<file path="config.mk">
export PLATFORM = sky130hd
export DESIGN_NAME = event_cart_timer_and_rom_banking_core_flat
export DESIGN_NICKNAME = d
export VERILOG_FILES = /design/src/hdl/ectr_pkg.sv /design/src/hdl/ectr_if.sv /design/src/hdl/ectr_timer.sv /design/src/hdl/ectr_fold.sv /design/src/hdl/event_cart_timer_and_rom_banking_core.sv /design/src/flat_wrapper.sv
export SDC_FILE = /design/constraint.sdc
export NUM_CORES = 1
export LEC_CHECK = 0
export BUFFER_PORTS_ARGS = -buffer_cell sky130_fd_sc_hd__clkbuf_2
export CORE_MARGIN = 3
export CORE_UTILIZATION = 35
export DETAILED_ROUTE_END_ITERATION = 16
export GPL_ROUTABILITY_DRIVEN = 0
export PLACE_DENSITY = 0.55
export SLEW_MARGIN = 20
export SYNTH_ARGS = -nofsm -noshare
export SYNTH_HDL_FRONTEND = slang
export SYNTH_SLANG_ARGS = --single-unit
</file>
<file path="constraint.sdc">
create_clock -name clk -period 11.3 [get_ports clk]
set_clock_uncertainty 0.15 [all_clocks]
set_input_delay 2.26 -clock clk [delete_from_list [all_inputs] [get_ports clk]]
set_output_delay 2.26 -clock clk [all_outputs]
set_load 0.02 [all_outputs]
</file>
<file path="src/hdl/ectr_pkg.sv">
// Package for the event-cartridge timer and ROM banking core.
// Holds widths, codes, the FSM type, inter-module structs and the address map.
// No dependencies.
package ectr_pkg;

  localparam int unsigned ADDR_W   = 24;
  localparam int unsigned DATA_W   = 8;
  localparam int unsigned OFF_W    = 22;
  localparam int unsigned SIZE_W   = 23;
  localparam int unsigned TSEC_W   = 16;
  localparam int unsigned SCORE_W  = 3;
  localparam int unsigned ID_W     = 2;
  localparam int unsigned NUM_ROMS = 4;
  localparam int unsigned CFG_IDX_W = 3;
  localparam int unsigned STEP_W   = 5;

  localparam logic [SIZE_W-1:0] ROM_SIZE_RESET = 23'h100000;
  localparam logic [SCORE_W-1:0] SCORE_SECONDS = 3'd5;
  localparam logic [DATA_W-1:0] STATUS_TIME_OVER = 8'h02;

  // select byte codes
  localparam logic [DATA_W-1:0] SEL_START    = 8'h09;
  localparam logic [DATA_W-1:0] SEL_A_ROM2   = 8'h05;
  localparam logic [DATA_W-1:0] SEL_A_ROM3   = 8'h03;
  localparam logic [DATA_W-1:0] SEL_B_ROM2   = 8'h0c;
  localparam logic [DATA_W-1:0] SEL_B_ROM3   = 8'h0a;

  typedef enum logic [1:0] {
    MODE_TICK   = 2'd0,
    MODE_STATUS = 2'd1,
    MODE_WRITE  = 2'd2,
    MODE_ROM    = 2'd3
  } mode_t;

  typedef enum logic [ID_W-1:0] {
    ROM0 = 2'd0,
    ROM1 = 2'd1,
    ROM2 = 2'd2,
    ROM3 = 2'd3
  } rom_id_t;

  localparam logic [CFG_IDX_W-1:0] CFG_BOARD_TYPE = 3'd0;
  localparam logic [CFG_IDX_W-1:0] CFG_TIMER_SEC  = 3'd1;
  localparam logic [CFG_IDX_W-1:0] CFG_ROM_SIZE_0 = 3'd2;
  localparam logic [CFG_IDX_W-1:0] CFG_ROM_SIZE_1 = 3'd3;
  localparam logic [CFG_IDX_W-1:0] CFG_ROM_SIZE_2 = 3'd4;
  localparam logic [CFG_IDX_W-1:0] CFG_ROM_SIZE_3 = 3'd5;

  typedef enum logic [1:0] {
    ST_IDLE = 2'd0,
    ST_FOLD = 2'd1,
    ST_DONE = 2'd2
  } ectr_state_t;

  typedef struct packed {
    logic              tick;
    logic              write;
    logic [DATA_W-1:0] data;
  } tmr_cmd_t;

  typedef struct packed {
    logic              start;
    logic [OFF_W-1:0]  offset;
    logic [SIZE_W-1:0] size;
  } fold_req_t;

  typedef struct packed {
    logic             done;
    logic [OFF_W-1:0] offset;
  } fold_rsp_t;

  typedef struct packed {
    logic             hit;
    rom_id_t          id;
    logic [OFF_W-1:0] offset;
  } map_t;

  // Pick a ROM and build the unmirrored offset for one bus address.
  function automatic map_t map_read(logic [ADDR_W-1:0] addr, logic [DATA_W-1:0] sel,
                                    logic board);
    map_t m;
    m.hit    = 1'b0;
    m.id     = ROM0;
    m.offset = '0;
    if (!board) begin
      if (sel == SEL_START)  m.id = ROM1;
      if (sel == SEL_A_ROM2) m.id = ROM2;
      if (sel == SEL_A_ROM3) m.id = ROM3;
      if (addr[23] && addr[15]) m.id = ROM0;
      if (addr[15]) begin
        m.offset = {addr[22:16], addr[14:0]};
        m.hit    = 1'b1;
      end
    end else begin
      if (sel == SEL_START)  m.id = ROM1;
      if (sel == SEL_B_ROM2) m.id = ROM2;
      if (sel == SEL_B_ROM3) m.id = ROM3;
      if (addr[21] && addr[15]) m.id = ROM0;
      if (addr[22]) begin
        m.offset = addr[21:0];
        m.hit    = 1'b1;
      end else if (addr[15]) begin
        if (m.id == ROM2) m.offset = {1'b0, addr[20:0]};
        else              m.offset = {2'b00, addr[20:16], addr[14:0]};
        m.hit = 1'b1;
      end
    end
    return m;
  endfunction

endpackage

</file>
<file path="src/hdl/ectr_if.sv">
// Valid/ready channels for the bus event word and the result word.
// Depends on ectr_pkg.
interface ectr_in_if;
  logic                         valid;
  logic                         ready;
  logic [1:0]                   mode;
  logic [ectr_pkg::ADDR_W-1:0]  bus_address;
  logic [ectr_pkg::DATA_W-1:0]  write_data;

  modport source (output valid, mode, bus_address, write_data, input ready);
  modport sink   (input valid, mode, bus_address, write_data, output ready);
endinterface

interface ectr_out_if;
  logic                        valid;
  logic                        ready;
  logic [ectr_pkg::DATA_W-1:0] status_byte;
  logic                        rom_hit;
  logic [ectr_pkg::ID_W-1:0]   rom_id;
  logic [ectr_pkg::OFF_W-1:0]  rom_offset;

  modport source (output valid, status_byte, rom_hit, rom_id, rom_offset, input ready);
  modport sink   (input valid, status_byte, rom_hit, rom_id, rom_offset, output ready);
endinterface

</file>
<file path="src/hdl/ectr_timer.sv">
// Countdown timer, score phase, status and select registers.
// Depends on ectr_pkg.
module ectr_timer (
  input  logic                         clk,
  input  logic                         rst,
  input  ectr_pkg::tmr_cmd_t           cmd,
  input  logic [ectr_pkg::TSEC_W-1:0]  timer_seconds,
  output logic [ectr_pkg::DATA_W-1:0]  status,
  output logic [ectr_pkg::DATA_W-1:0]  select
);
  import ectr_pkg::*;

  logic                status_reg, status_reg_next;
  logic [DATA_W-1:0]   select_reg, select_reg_next;
  logic                timer_running, timer_running_next;
  logic [TSEC_W-1:0]   timer_left, timer_left_next;
  logic                score_running, score_running_next;
  logic [SCORE_W-1:0]  score_left, score_left_next;

  always_comb begin
    status_reg_next    = status_reg;
    select_reg_next    = select_reg;
    timer_running_next = timer_running;
    timer_left_next    = timer_left;
    score_running_next = score_running;
    score_left_next    = score_left;
    if (cmd.tick) begin
      if (score_running && score_left != '0) begin
        score_left_next = score_left - 1'b1;
        if (score_left == SCORE_W'(1)) score_running_next = 1'b0;
      end
      if (timer_running && timer_left != '0) begin
        timer_left_next = timer_left - 1'b1;
        // expiry: flag time over and open the score phase
        if (timer_left == TSEC_W'(1)) begin
          timer_running_next = 1'b0;
          status_reg_next    = 1'b1;
          score_running_next = 1'b1;
          score_left_next    = SCORE_SECONDS;
        end
      end
    end else if (cmd.write) begin
      select_reg_next = cmd.data;
      if (timer_seconds != '0 && cmd.data == SEL_START) begin
        timer_running_next = 1'b1;
        timer_left_next    = timer_seconds;
      end
    end
  end

  always_ff @(posedge clk) begin
    if (rst) begin
      status_reg    <= 1'b0;
      select_reg    <= '0;
      timer_running <= 1'b0;
      timer_left    <= '0;
      score_running <= 1'b0;
      score_left    <= '0;
    end else begin
      status_reg    <= status_reg_next;
      select_reg    <= select_reg_next;
      timer_running <= timer_running_next;
      timer_left    <= timer_left_next;
      score_running <= score_running_next;
      score_left    <= score_left_next;
    end
  end

  assign status = status_reg ? STATUS_TIME_OVER : '0;
  assign select = select_reg;

endmodule

</file>
<file path="src/hdl/ectr_fold.sv">
// Bit-serial mirror unit: folds an offset into a ROM size, one address bit per cycle,
// highest bit first. Depends on ectr_pkg.
module ectr_fold (
  input  logic                clk,
  input  logic                rst,
  input  ectr_pkg::fold_req_t req,
  output ectr_pkg::fold_rsp_t rsp
);
  import ectr_pkg::*;

  logic [OFF_W-1:0]  a;
  logic [SIZE_W-1:0] sz;
  logic [OFF_W-1:0]  base;
  logic [STEP_W-1:0] k;
  logic              busy;
  logic              done;
  logic              above;
  logic              size_wider;
  logic [SIZE_W-1:0] low_mask;

  assign above      = {1'b0, a} >= sz;
  assign low_mask   = (SIZE_W'(1) << k) - SIZE_W'(1);
  // size is below twice this bit here, so size > bit means bit k set plus lower bits
  assign size_wider = sz[k] && ((sz & low_mask) != '0);

  always_ff @(posedge clk) begin
    if (rst) begin
      busy <= 1'b0;
      done <= 1'b0;
      k    <= '0;
    end else begin
      done <= busy && (k == '0);
      if (req.start) begin
        busy <= 1'b1;
        k    <= STEP_W'(OFF_W - 1);
      end else if (busy) begin
        if (k == '0) busy <= 1'b0;
        else         k    <= k - 1'b1;
      end
    end
  end

  always_ff @(posedge clk) begin
    if (req.start) begin
      a    <= req.offset;
      sz   <= req.size;
      base <= '0;
    end else if (busy && above && a[k]) begin
      // drop the bit; move it to the base when the size still covers it
      a[k] <= 1'b0;
      if (size_wider) begin
        sz[k]   <= 1'b0;
        base[k] <= 1'b1;
      end
    end
  end

  // base and remaining offset never share a bit
  assign rsp.done   = done;
  assign rsp.offset = base | a;

endmodule

</file>
<file path="src/hdl/event_cart_timer_and_rom_banking_core.sv">
// Event-cartridge timer and ROM banking core.
// One word in flight at a time. Tick, status, data-write and missed ROM-read words pass from
// ST_IDLE through ST_DONE to the output register; the next word is taken back in ST_IDLE.
// ROM reads that hit go through ST_FOLD, where the bit-serial mirror unit folds the offset
// one bit per cycle, highest bit first, then through ST_DONE to the output register.
// Reset (synchronous) clears all timer state and restores register defaults.
module event_cart_timer_and_rom_banking_core (
  input  logic                             clk,
  input  logic                             rst,
  input  logic                             cfg_we,
  input  logic [ectr_pkg::CFG_IDX_W-1:0]   cfg_index,
  input  logic [ectr_pkg::SIZE_W-1:0]      cfg_data,
  ectr_in_if.sink                          item,
  ectr_out_if.source                       result
);
  import ectr_pkg::*;

  ectr_state_t       state, state_next;
  logic              board_type;
  logic [TSEC_W-1:0] timer_seconds;
  logic [SIZE_W-1:0] rom_size [NUM_ROMS];

  tmr_cmd_t          tcmd;
  fold_req_t         freq;
  fold_rsp_t         frsp;
  logic [DATA_W-1:0] status;
  logic [DATA_W-1:0] select;

  map_t              m;
  logic [SIZE_W-1:0] sel_size;
  logic              accept;
  logic              read_hit;
  logic              out_free;

  logic              res_hit;
  rom_id_t           res_id;
  logic [OFF_W-1:0]  res_off;
  logic              load_out;

  logic              out_valid;
  logic [DATA_W-1:0] out_status;
  logic              out_hit;
  logic [ID_W-1:0]   out_id;
  logic [OFF_W-1:0]  out_off;

  ectr_timer u_timer (
    .clk           (clk),
    .rst           (rst),
    .cmd           (tcmd),
    .timer_seconds (timer_seconds),
    .status        (status),
    .select        (select)
  );

  ectr_fold u_fold (
    .clk (clk),
    .rst (rst),
    .req (freq),
    .rsp (frsp)
  );

  always_ff @(posedge clk) begin
    if (rst) begin
      board_type    <= 1'b0;
      timer_seconds <= '0;
      for (int i = 0; i < NUM_ROMS; i++) rom_size[i] <= ROM_SIZE_RESET;
    end else if (cfg_we) begin
      case (cfg_index)
        CFG_BOARD_TYPE: board_type    <= cfg_data[0];
        CFG_TIMER_SEC:  timer_seconds <= cfg_data[TSEC_W-1:0];
        CFG_ROM_SIZE_0: rom_size[0]   <= cfg_data;
        CFG_ROM_SIZE_1: rom_size[1]   <= cfg_data;
        CFG_ROM_SIZE_2: rom_size[2]   <= cfg_data;
        CFG_ROM_SIZE_3: rom_size[3]   <= cfg_data;
        default: ;
      endcase
    end
  end

  assign accept   = item.valid && item.ready;
  assign m        = map_read(item.bus_address, select, board_type);
  assign sel_size = rom_size[m.id];
  assign read_hit = (mode_t'(item.mode) == MODE_ROM) && m.hit && (sel_size != '0);
  assign out_free = !out_valid || result.ready;

  // next state
  always_comb begin
    state_next = state;
    case (state)
      ST_IDLE: if (accept) state_next = read_hit ? ST_FOLD : ST_DONE;
      ST_FOLD: if (frsp.done) state_next = ST_DONE;
      ST_DONE: if (out_free) state_next = ST_IDLE;
      default: state_next = ST_IDLE;
    endcase
  end

  // outputs of the sequencer
  always_comb begin
    item.ready  = 1'b0;
    tcmd        = '0;
    freq.start  = 1'b0;
    freq.offset = m.offset;
    freq.size   = sel_size;
    load_out    = 1'b0;
    tcmd.data   = item.write_data;
    case (state)
      ST_IDLE: begin
        item.ready = 1'b1;
        if (accept) begin
          tcmd.tick  = mode_t'(item.mode) == MODE_TICK;
          tcmd.write = mode_t'(item.mode) == MODE_WRITE;
          freq.start = read_hit;
        end
      end
      ST_FOLD: ;
      ST_DONE: load_out = out_free;
      default: ;
    endcase
  end

  always_ff @(posedge clk) begin
    if (rst) state <= ST_IDLE;
    else     state <= state_next;
  end

  // pending result of the word in flight
  always_ff @(posedge clk) begin
    if (accept) begin
      res_hit <= read_hit;
      res_id  <= read_hit ? m.id : ROM0;
      res_off <= '0;
    end else if (state == ST_FOLD && frsp.done) begin
      res_off <= frsp.offset;
    end
  end

  // output register
  always_ff @(posedge clk) begin
    if (rst) begin
      out_valid <= 1'b0;
    end else if (load_out) begin
      out_valid <= 1'b1;
    end else if (result.ready) begin
      out_valid <= 1'b0;
    end
  end

  always_ff @(posedge clk) begin
    if (load_out) begin
      out_status <= status;
      out_hit    <= res_hit;
      out_id     <= res_id;
      out_off    <= res_off;
    end
  end

  assign result.valid       = out_valid;
  assign result.status_byte = out_status;
  assign result.rom_hit     = out_hit;
  assign result.rom_id      = out_id;
  assign result.rom_offset  = out_off;

endmodule

</file>
<file path="src/flat_wrapper.sv">
// flat-port wrapper written by rule: the top's interface ports become plain ports
module event_cart_timer_and_rom_banking_core_flat import ectr_pkg::*;
  (clk, rst, cfg_we, cfg_index, cfg_data, item_valid, item_mode, item_bus_address, item_write_data, item_ready, result_valid, result_status_byte, result_rom_hit, result_rom_id, result_rom_offset, result_ready);
  ectr_in_if item_i ();
  ectr_out_if result_i ();
  input  logic clk;
  input  logic rst;
  input  logic cfg_we;
  input  logic [ectr_pkg::CFG_IDX_W-1:0] cfg_index;
  input  logic [ectr_pkg::SIZE_W-1:0] cfg_data;
  input wire logic [$bits(item_i.valid)-1:0] item_valid;
  input wire logic [$bits(item_i.mode)-1:0] item_mode;
  input wire logic [$bits(item_i.bus_address)-1:0] item_bus_address;
  input wire logic [$bits(item_i.write_data)-1:0] item_write_data;
  output wire logic [$bits(item_i.ready)-1:0] item_ready;
  output wire logic [$bits(result_i.valid)-1:0] result_valid;
  output wire logic [$bits(result_i.status_byte)-1:0] result_status_byte;
  output wire logic [$bits(result_i.rom_hit)-1:0] result_rom_hit;
  output wire logic [$bits(result_i.rom_id)-1:0] result_rom_id;
  output wire logic [$bits(result_i.rom_offset)-1:0] result_rom_offset;
  input wire logic [$bits(result_i.ready)-1:0] result_ready;
  assign item_i.valid = item_valid;
  assign item_i.mode = item_mode;
  assign item_i.bus_address = item_bus_address;
  assign item_i.write_data = item_write_data;
  assign item_ready = item_i.ready;
  assign result_valid = result_i.valid;
  assign result_status_byte = result_i.status_byte;
  assign result_rom_hit = result_i.rom_hit;
  assign result_rom_id = result_i.rom_id;
  assign result_rom_offset = result_i.rom_offset;
  assign result_i.ready = result_ready;
  event_cart_timer_and_rom_banking_core u_core (.clk(clk), .rst(rst), .cfg_we(cfg_we), .cfg_index(cfg_index), .cfg_data(cfg_data), .item(item_i), .result(result_i));
endmodule
</file>
==> qor.yml, run 1 <==
ys.flop_type: "edfxtp_1"
drt-total-wl_um: 36700
port_buffers: 92
cts_root_buf: "clkbuf_16"
finalCritPeriodShare_pct: 52.2
combPwrFrac_pct: 7.5
synth.yosys.seq_area_share_pct: 52.6
run_status: "completed"
setup_viol: 0
synth_warnings: 0
ys_top_cells_by_area: "edfxtp_1 38%, dfxtp_1 15%, nor2_1 4.6%, and2_1 4.5%, nand2_1 3.6%"
n_fill_cell: 3627
sw_frac_of_total_pct: 24.1
core_area_sq_um: 36900
rsz0062_at_grt: "false"
postCtsHoldBufs: 0
p_seq_share_pct: 49.1
reg2reg_depth: 14
synthCells: 1295
fin_setup_tns_ns: 0
grt_pass1_wl_um: 56600
num_io_pins: 100
synth_mux_area_share_pct: 6.25
rows: 70
grt_pass1_vias: 9847
post_cts_buffers: 0
htreeDepth: 1
postRouteAntennaNets: 0
grt_usage_pct: 18.1
power_mw: 2.22
synth_top_family_by_area: "simple AND/OR/NAND/NOR gates"
antenna_found_initial: 1
avgSynthCellArea_sq_um: 10.2
vdd_drop_max_uv: 106
drtIter0Drc: 914
hold_path.class: "reg2reg"
async_flop_share_pct: 0
ys_ff_latch: 263
diodes: 0
final_cell_mix: "166 x edfxtp_1, 160 x nor2_1, 128 x nand2_1, 97 x dfxtp_1, 94 x and2_1"
drive_above_1_share_pct: 15.9
cts_tree: "built"
drcViolationCount: 0
path_class: "in2reg"
grt_overflow_total: 0
cp.required_ns: 11.34
end_kind: "register"
area_growth_pct: 14.8
synth_edf_count: 166
grt_max_degree: 61
synth-simple-area-share_pct: 19.0
arrival_ns: 5.94
synthesis.area_sq_um: 13200
max-cap-violations: 0
worstPathMaxFanout: 44
dieArea_sq_um: 40000
viasPerCell: 5.36
power.switching_mw: 0.533
synth_cell_types: 81
ctsResizeCount: 0
final_common_cell: "edfxtp_1"
largestRegisters: "u_core.rom_size x92, u_core.u_fold.sz x23"
synth_compound_area_share_pct: 14.3
numCtsBuffers: 30
clk_path_buf_depth: 3
synth-xor-area-share_pct: 0.798
wl_per_cell_um: 19.4
regMostFlops: "u_core.rom_size"
slew_viol_final: 0
max_freq_mhz: 169
die_x_um: 200
hpwl_um: 26200
yosysTopAreaCellShare_pct: 37.8
start_kind: "primary input"
fin_crit_ns: 5.90
finalHoldViolations: 0
clkTransAtPathRegs_ns: 0.06
die_h_um: 200
tightestPinTransition_ns: 1.01
min_path_cells: 0
cts_sinks: 263
power.density_nw_per_um2: 147
nets: 1455
relSlewSlack_pct: 32.5
synth_top_area_cell: "edfxtp_1"
power_frac_clock_pct: 43.4
synth_fa_ha_area_share_pct: 2.92
firstDrtPassIters: 6
clk_latency_ns: 0.58
start_util_pct: 35.7
largest_reg_flops: 92
p_leak_nw: 5.59
internal-power_mw: 1.68
vias: 10124
## power by group through the flow
stage,logic [mW],clock network [mW],registers [mW]
finish,0.167,0.961,1.09
global route,0.185,1.02,1.09
CTS,0.169,0.984,1.09
detailed placement,0.168,0,1.11
global placement,0.166,0,1.11
floorplan,0.105,0,1.10
## cell usage after synthesis, types with 15 or more instances
cell        n
o21ai_0    75
clkbuf_1   61
nor4_1     16
edfxtp_1  166
mux4_2     21
dfxtp_1    97
mux2i_1    17
a21oi_1    58
nor3_1     19
a211oi_1   29
a22oi_1    16
o31ai_1    15
mux2_2     16
nor2_1    162
inv_1      38
ha_1       30
and2_1     94
nand3_1    30
o211ai_1   18
nand2_1   128
## worst max-delay path: stages
cell and delay (ns):
clkbuf_2 0.18, a21boi_1 0.16, and3_1 0.24, o21ai_4 0.12
buf_4 0.43, mux4_2 0.61, o211ai_1 0.16, nor4_4 0.08
a21oi_4 0.80, or2_1 0.87
## metrics by stage
stage	worst slack [ns]	utilization, %	hold slack, ns	cells	area (sq um)
after floorplan	5.93	-	0.250	1301	13200
after global placement	4.92	38.3	0.260	1831	14100
after detailed placement	4.78	38.4	0.259	1832	14100
after CTS	5.37	41.0	0.281	1888	15100
after global routing	5.12	41.0	0.286	1888	15100
final	5.40	41.0	0.278	1888	15100
## routing by layer
| metal | track usage (%) | up-vias | share of wire, % |
|---|---|---|---|
| met3 | 2.33 | 77 | 5.7 |
| met2 | 29.8 | 346 | 46 |
| met4 | 5.84 | 0 | 3.3 |
| met1 | 25.1 | 4857 | 45 |
| met5 | 0 | - | 0 |
| li1 | - | 4844 | - |
## final cells by class
| type | instances | area, sq um | area share, % |
|---|---|---|---|
| Tap cell | 504 | 631 | 4.17 |
| Clock buffer | 46 | 872 | 5.76 |
| Sequential cell | 263 | 6930 | 45.8 |
| Multi-Input combinational cell | 912 | 5820 | 38.4 |
| Clock inverter | 10 | 111 | 0.736 |
| Inverter | 39 | 146 | 0.967 |
| Timing Repair Buffer | 114 | 629 | 4.16 |
## path summary, 6_finish.rpt
check	startpoint	endpoint	slack, ns
hold reg to reg	u_core.res_off[9]	u_core.result.rom_offset[9]	0.28
setup / recovery	item_bus_address[15]	u_core.u_fold.sz[4]	5.40
setup reg to reg	u_core.u_fold.k[1]	u_core.u_fold.sz[4]	6.24
hold / removal	u_core.res_off[9]	u_core.result.rom_offset[9]	0.28
## cells by family after synthesis
kind of cell	after synthesis
AND/OR/NAND/NOR	517
AO/OA/AOI/OAI	291
flip-flops	263
buffers and inverters	126
multiplexers	54
adder cells (fa/ha/maj)	31
XOR/XNOR	12
other	1
Note: power is estimated with default switching activity, not from simulation.
==> run 2, diff against run 1 <==
--- a/config.mk
+++ b/config.mk
@@ -5,12 +5,13 @@
 export SDC_FILE = /design/constraint.sdc
 export NUM_CORES = 1
 export LEC_CHECK = 0
+export ABC_AREA = 1
 export BUFFER_PORTS_ARGS = -buffer_cell sky130_fd_sc_hd__clkbuf_2
 export CORE_MARGIN = 3
 export CORE_UTILIZATION = 35
 export DETAILED_ROUTE_END_ITERATION = 16
 export GPL_ROUTABILITY_DRIVEN = 0
-export PLACE_DENSITY = 0.55
+export PLACE_DENSITY = 0.57
 export SLEW_MARGIN = 20
 export SYNTH_ARGS = -nofsm -noshare
 export SYNTH_HDL_FRONTEND = slang
==> constraint.sdc (replaced) <==
create_clock -name clk -period 5.3 [get_ports clk]
set_clock_uncertainty 0.15 [all_clocks]
set_input_delay 1.06 -clock clk [delete_from_list [all_inputs] [get_ports clk]]
set_output_delay 1.06 -clock clk [all_outputs]
set_load 0.02 [all_outputs]
==> qor.yml, run 2 <==
port_buffers: 92  # unchanged
hold_path.class: "reg2reg"
n_fill_cell: 4093  # +13%
ys_ff_latch: 263  # unchanged
finalCritPeriodShare_pct: 90.4
grt_pass1_vias: 11971  # +22%
ys.flop_type: "edfxtp_1"
dieArea_sq_um: 43200  # +8.1%
design_area_sq_um: 16000  # +6.1%
viasPerCell: 5.10  # -4.9%
die_x_um: 208  # +4.0%
post_cts_buffers: 0  # unchanged
synth_top_area_cell: "edfxtp_1"
clk_path_buf_depth: 3  # unchanged
start_util_pct: 35.7  # -0.059 points
num_io_pins: 100  # unchanged
postRouteAntennaNets: 0  # unchanged
largestRegisters: "u_core.rom_size x92, u_core.u_fold.sz x23"
cts_sinks: 263  # unchanged
end_kind: "register"
drive_above_1_share_pct: 11.3  # -4.6 points
setup_viol: 0  # unchanged
ys_top_cells_by_area: "edfxtp_1 35%, dfxtp_1 14%, nand2_1 9.2%, nor2_1 7.1%, inv_1 6.9%"
max-cap-violations: 0  # unchanged
finalHoldViolations: 0  # unchanged
final_cell_mix: "350 x nand2_1, 267 x nor2_1, 261 x inv_1, 166 x edfxtp_1, 130 x nand3_1"
drtIter0Drc: 1129  # +24%
antenna_found_initial: 0  # -1
yosysTopAreaCellShare_pct: 34.9  # -2.9 points
drcViolationCount: 0  # unchanged
hpwl_um: 31200  # +19%
worstPathMaxFanout: 17  # -61%
clk_latency_ns: 0.56  # -0.02 ns
rsz0062_at_grt: "false"
grt_overflow_total: 0  # unchanged
core_area_sq_um: 40000  # +8.5%
crit_buf_inv: 3  # +1
crit_path_frequent_cell: "nand2_1"
diodes: 0  # unchanged
grt_usage_pct: 19.4  # +1.3 points
synth_edf_count: 166  # unchanged
largest_reg_flops: 92  # unchanged
die_h_um: 208  # +4.0%
rows: 73  # +4.3%
cts_root_buf: "clkbuf_16"
run_status: "completed"
arrival_ns: 4.95  # -0.99 ns
wl_per_cell_um: 17.8  # -8.4%
synthesis.area_sq_um: 14300  # +8.3%
synth_commonest_cells: "350 x nand2_1, 269 x nor2_1, 261 x inv_1, 166 x edfxtp_1, 131 x nand3_1"
drt-total-wl_um: 43100  # +18%
path_class: "reg2reg"
cts_tree: "built"
fin_crit_ns: 4.79
tightestPinTransition_ns: 0.976  # -0.0347 ns
fin_setup_tns_ns: 0  # unchanged
ctsResizeCount: 0  # unchanged
postCtsHoldBufs: 0  # unchanged
crit_chain: "clkinv_1 > ha_1 > nand2_1 > nor2_4 > inv_1 > ha_1 > nand2_1 > nor2_2 > nand2_1 > nor2_1 > nand2_1 > nand3_1 > nand3_1 > nor2_1 > nand2_1 > nand2_1 > nand2_1 > buf_4"
final_common_cell: "nand2_1"
synthCells: 1815  # +40%
cp_slowest_stage_delay_ns: 0.75  # -0.12 ns
vias: 12377  # +22%
p_leak_nw: 7.33  # +31%
cp_top_family: "simple AND/OR/NAND/NOR gates"
crit_slowest_cell: "dfxtp_1"
yosysMostFrequentCell: "nand2_1"
grt_pass1_wl_um: 67300  # +19%
synth_warnings: 0  # unchanged
avgSynthCellArea_sq_um: 7.86  # -23%
slew_viol_final: 0  # unchanged
htreeDepth: 1  # unchanged
nets: 1974  # +36%
start_kind: "register"
vdd_drop_max_uv: 194  # +83%
max_freq_mhz: 209
r2r_slack_ns: 0.51  # -5.73 ns
async_flop_share_pct: 0  # unchanged
synth.yosys.seq_area_share_pct: 48.5  # -4.0 points
regMostFlops: "u_core.rom_size"
numCtsBuffers: 29  # -3.3%
postPlaceCellArea_sq_um: 15100  # +6.8%
firstDrtPassIters: 6  # unchanged
grt_max_degree: 72  # +18%
power.density_nw_per_um2: 297  # +100%
relSlewSlack_pct: 34.9  # +2.4 points
area_growth_pct: 12.4
cp.required_ns: 5.46  # -5.88 ns
clkTransAtPathRegs_ns: 0.07  # about the same
synth_cell_types: 46  # -43%
## run 2: cell count changes in the layout (fill, tap and decap cells not counted), sizes merged, moves of 53 or more
cell   before  now
nand2     128  384
inv        41  267
nor2      163  274
nand3      30  136
and2       94    0
a21oi      60  124
nand4       7   60
## run 2: area by class of cell
cell class	instances	area, sq um	area share, %
clock buffer	39	825	5.14
tap	525	657	4.09
timing repair buffer	115	646	4.02
inverter	267	1000	6.24
multi-input combinational	1203	5880	36.6
clock inverter	14	111	0.694
sequential	263	6930	43.2
## run 2: cell families (layout without fill, tap and decap cells)
logic type / Yosys count / count (layout) / synth area share (%)
other cells: 1 / 7 / 0.0263
xor+xnor: 8 / 8 / 0.491
flops: 263 / 263 / 48.5
buf+inv: 355 / 435 / 10.7
fa+ha+maj: 30 / 30 / 2.63
simple gates: 908 / 908 / 28.3
compound gates: 250 / 250 / 9.33
## run 2: layer usage
metal	vias up	global-route usage, %	share of wire [%]
met3	95	3.09	6.7
met5	-	0	0
met1	5745	27.1	44
li1	6081	-	-
met4	0	7.44	4.1
met2	456	30.4	45
## run 2: path summary, 6_finish.rpt
path,cells past startpoint,endpoint,from
worst max-delay path,18,u_core.u_fold.sz[14],u_core.u_fold.k[1]
worst min-delay path,0,u_core.result.rom_hit,u_core.res_hit
worst max register to register,18,u_core.u_fold.sz[14],u_core.u_fold.k[1]
worst min register to register,0,u_core.result.rom_hit,u_core.res_hit
## run 2: through the flow
| stage | utilization [%] | total power, mW | setup WS [ns] | hold WS, ns | cells |
|---|---|---|---|---|---|
| floorplan | - | 2.64 | 1.65 | 0.250 | 1821 |
| global placement | 37.8 | 2.80 | 0.711 | 0.266 | 2373 |
| detailed placement | 37.8 | 2.80 | 0.690 | 0.260 | 2373 |
| CTS | 40.1 | 4.80 | 0.665 | 0.274 | 2426 |
| global route | 40.1 | 4.94 | 0.181 | 0.281 | 2426 |
| finish | 40.1 | 4.76 | 0.507 | 0.275 | 2426 |
## run 2: power breakdown
group	internal, mW	switching, mW	total [mW]
Combinational	0.134	0.331	0.465
Clock	1.14	0.854	2.00
Sequential	2.26	0.0388	2.30
Total	3.53	1.22	4.76
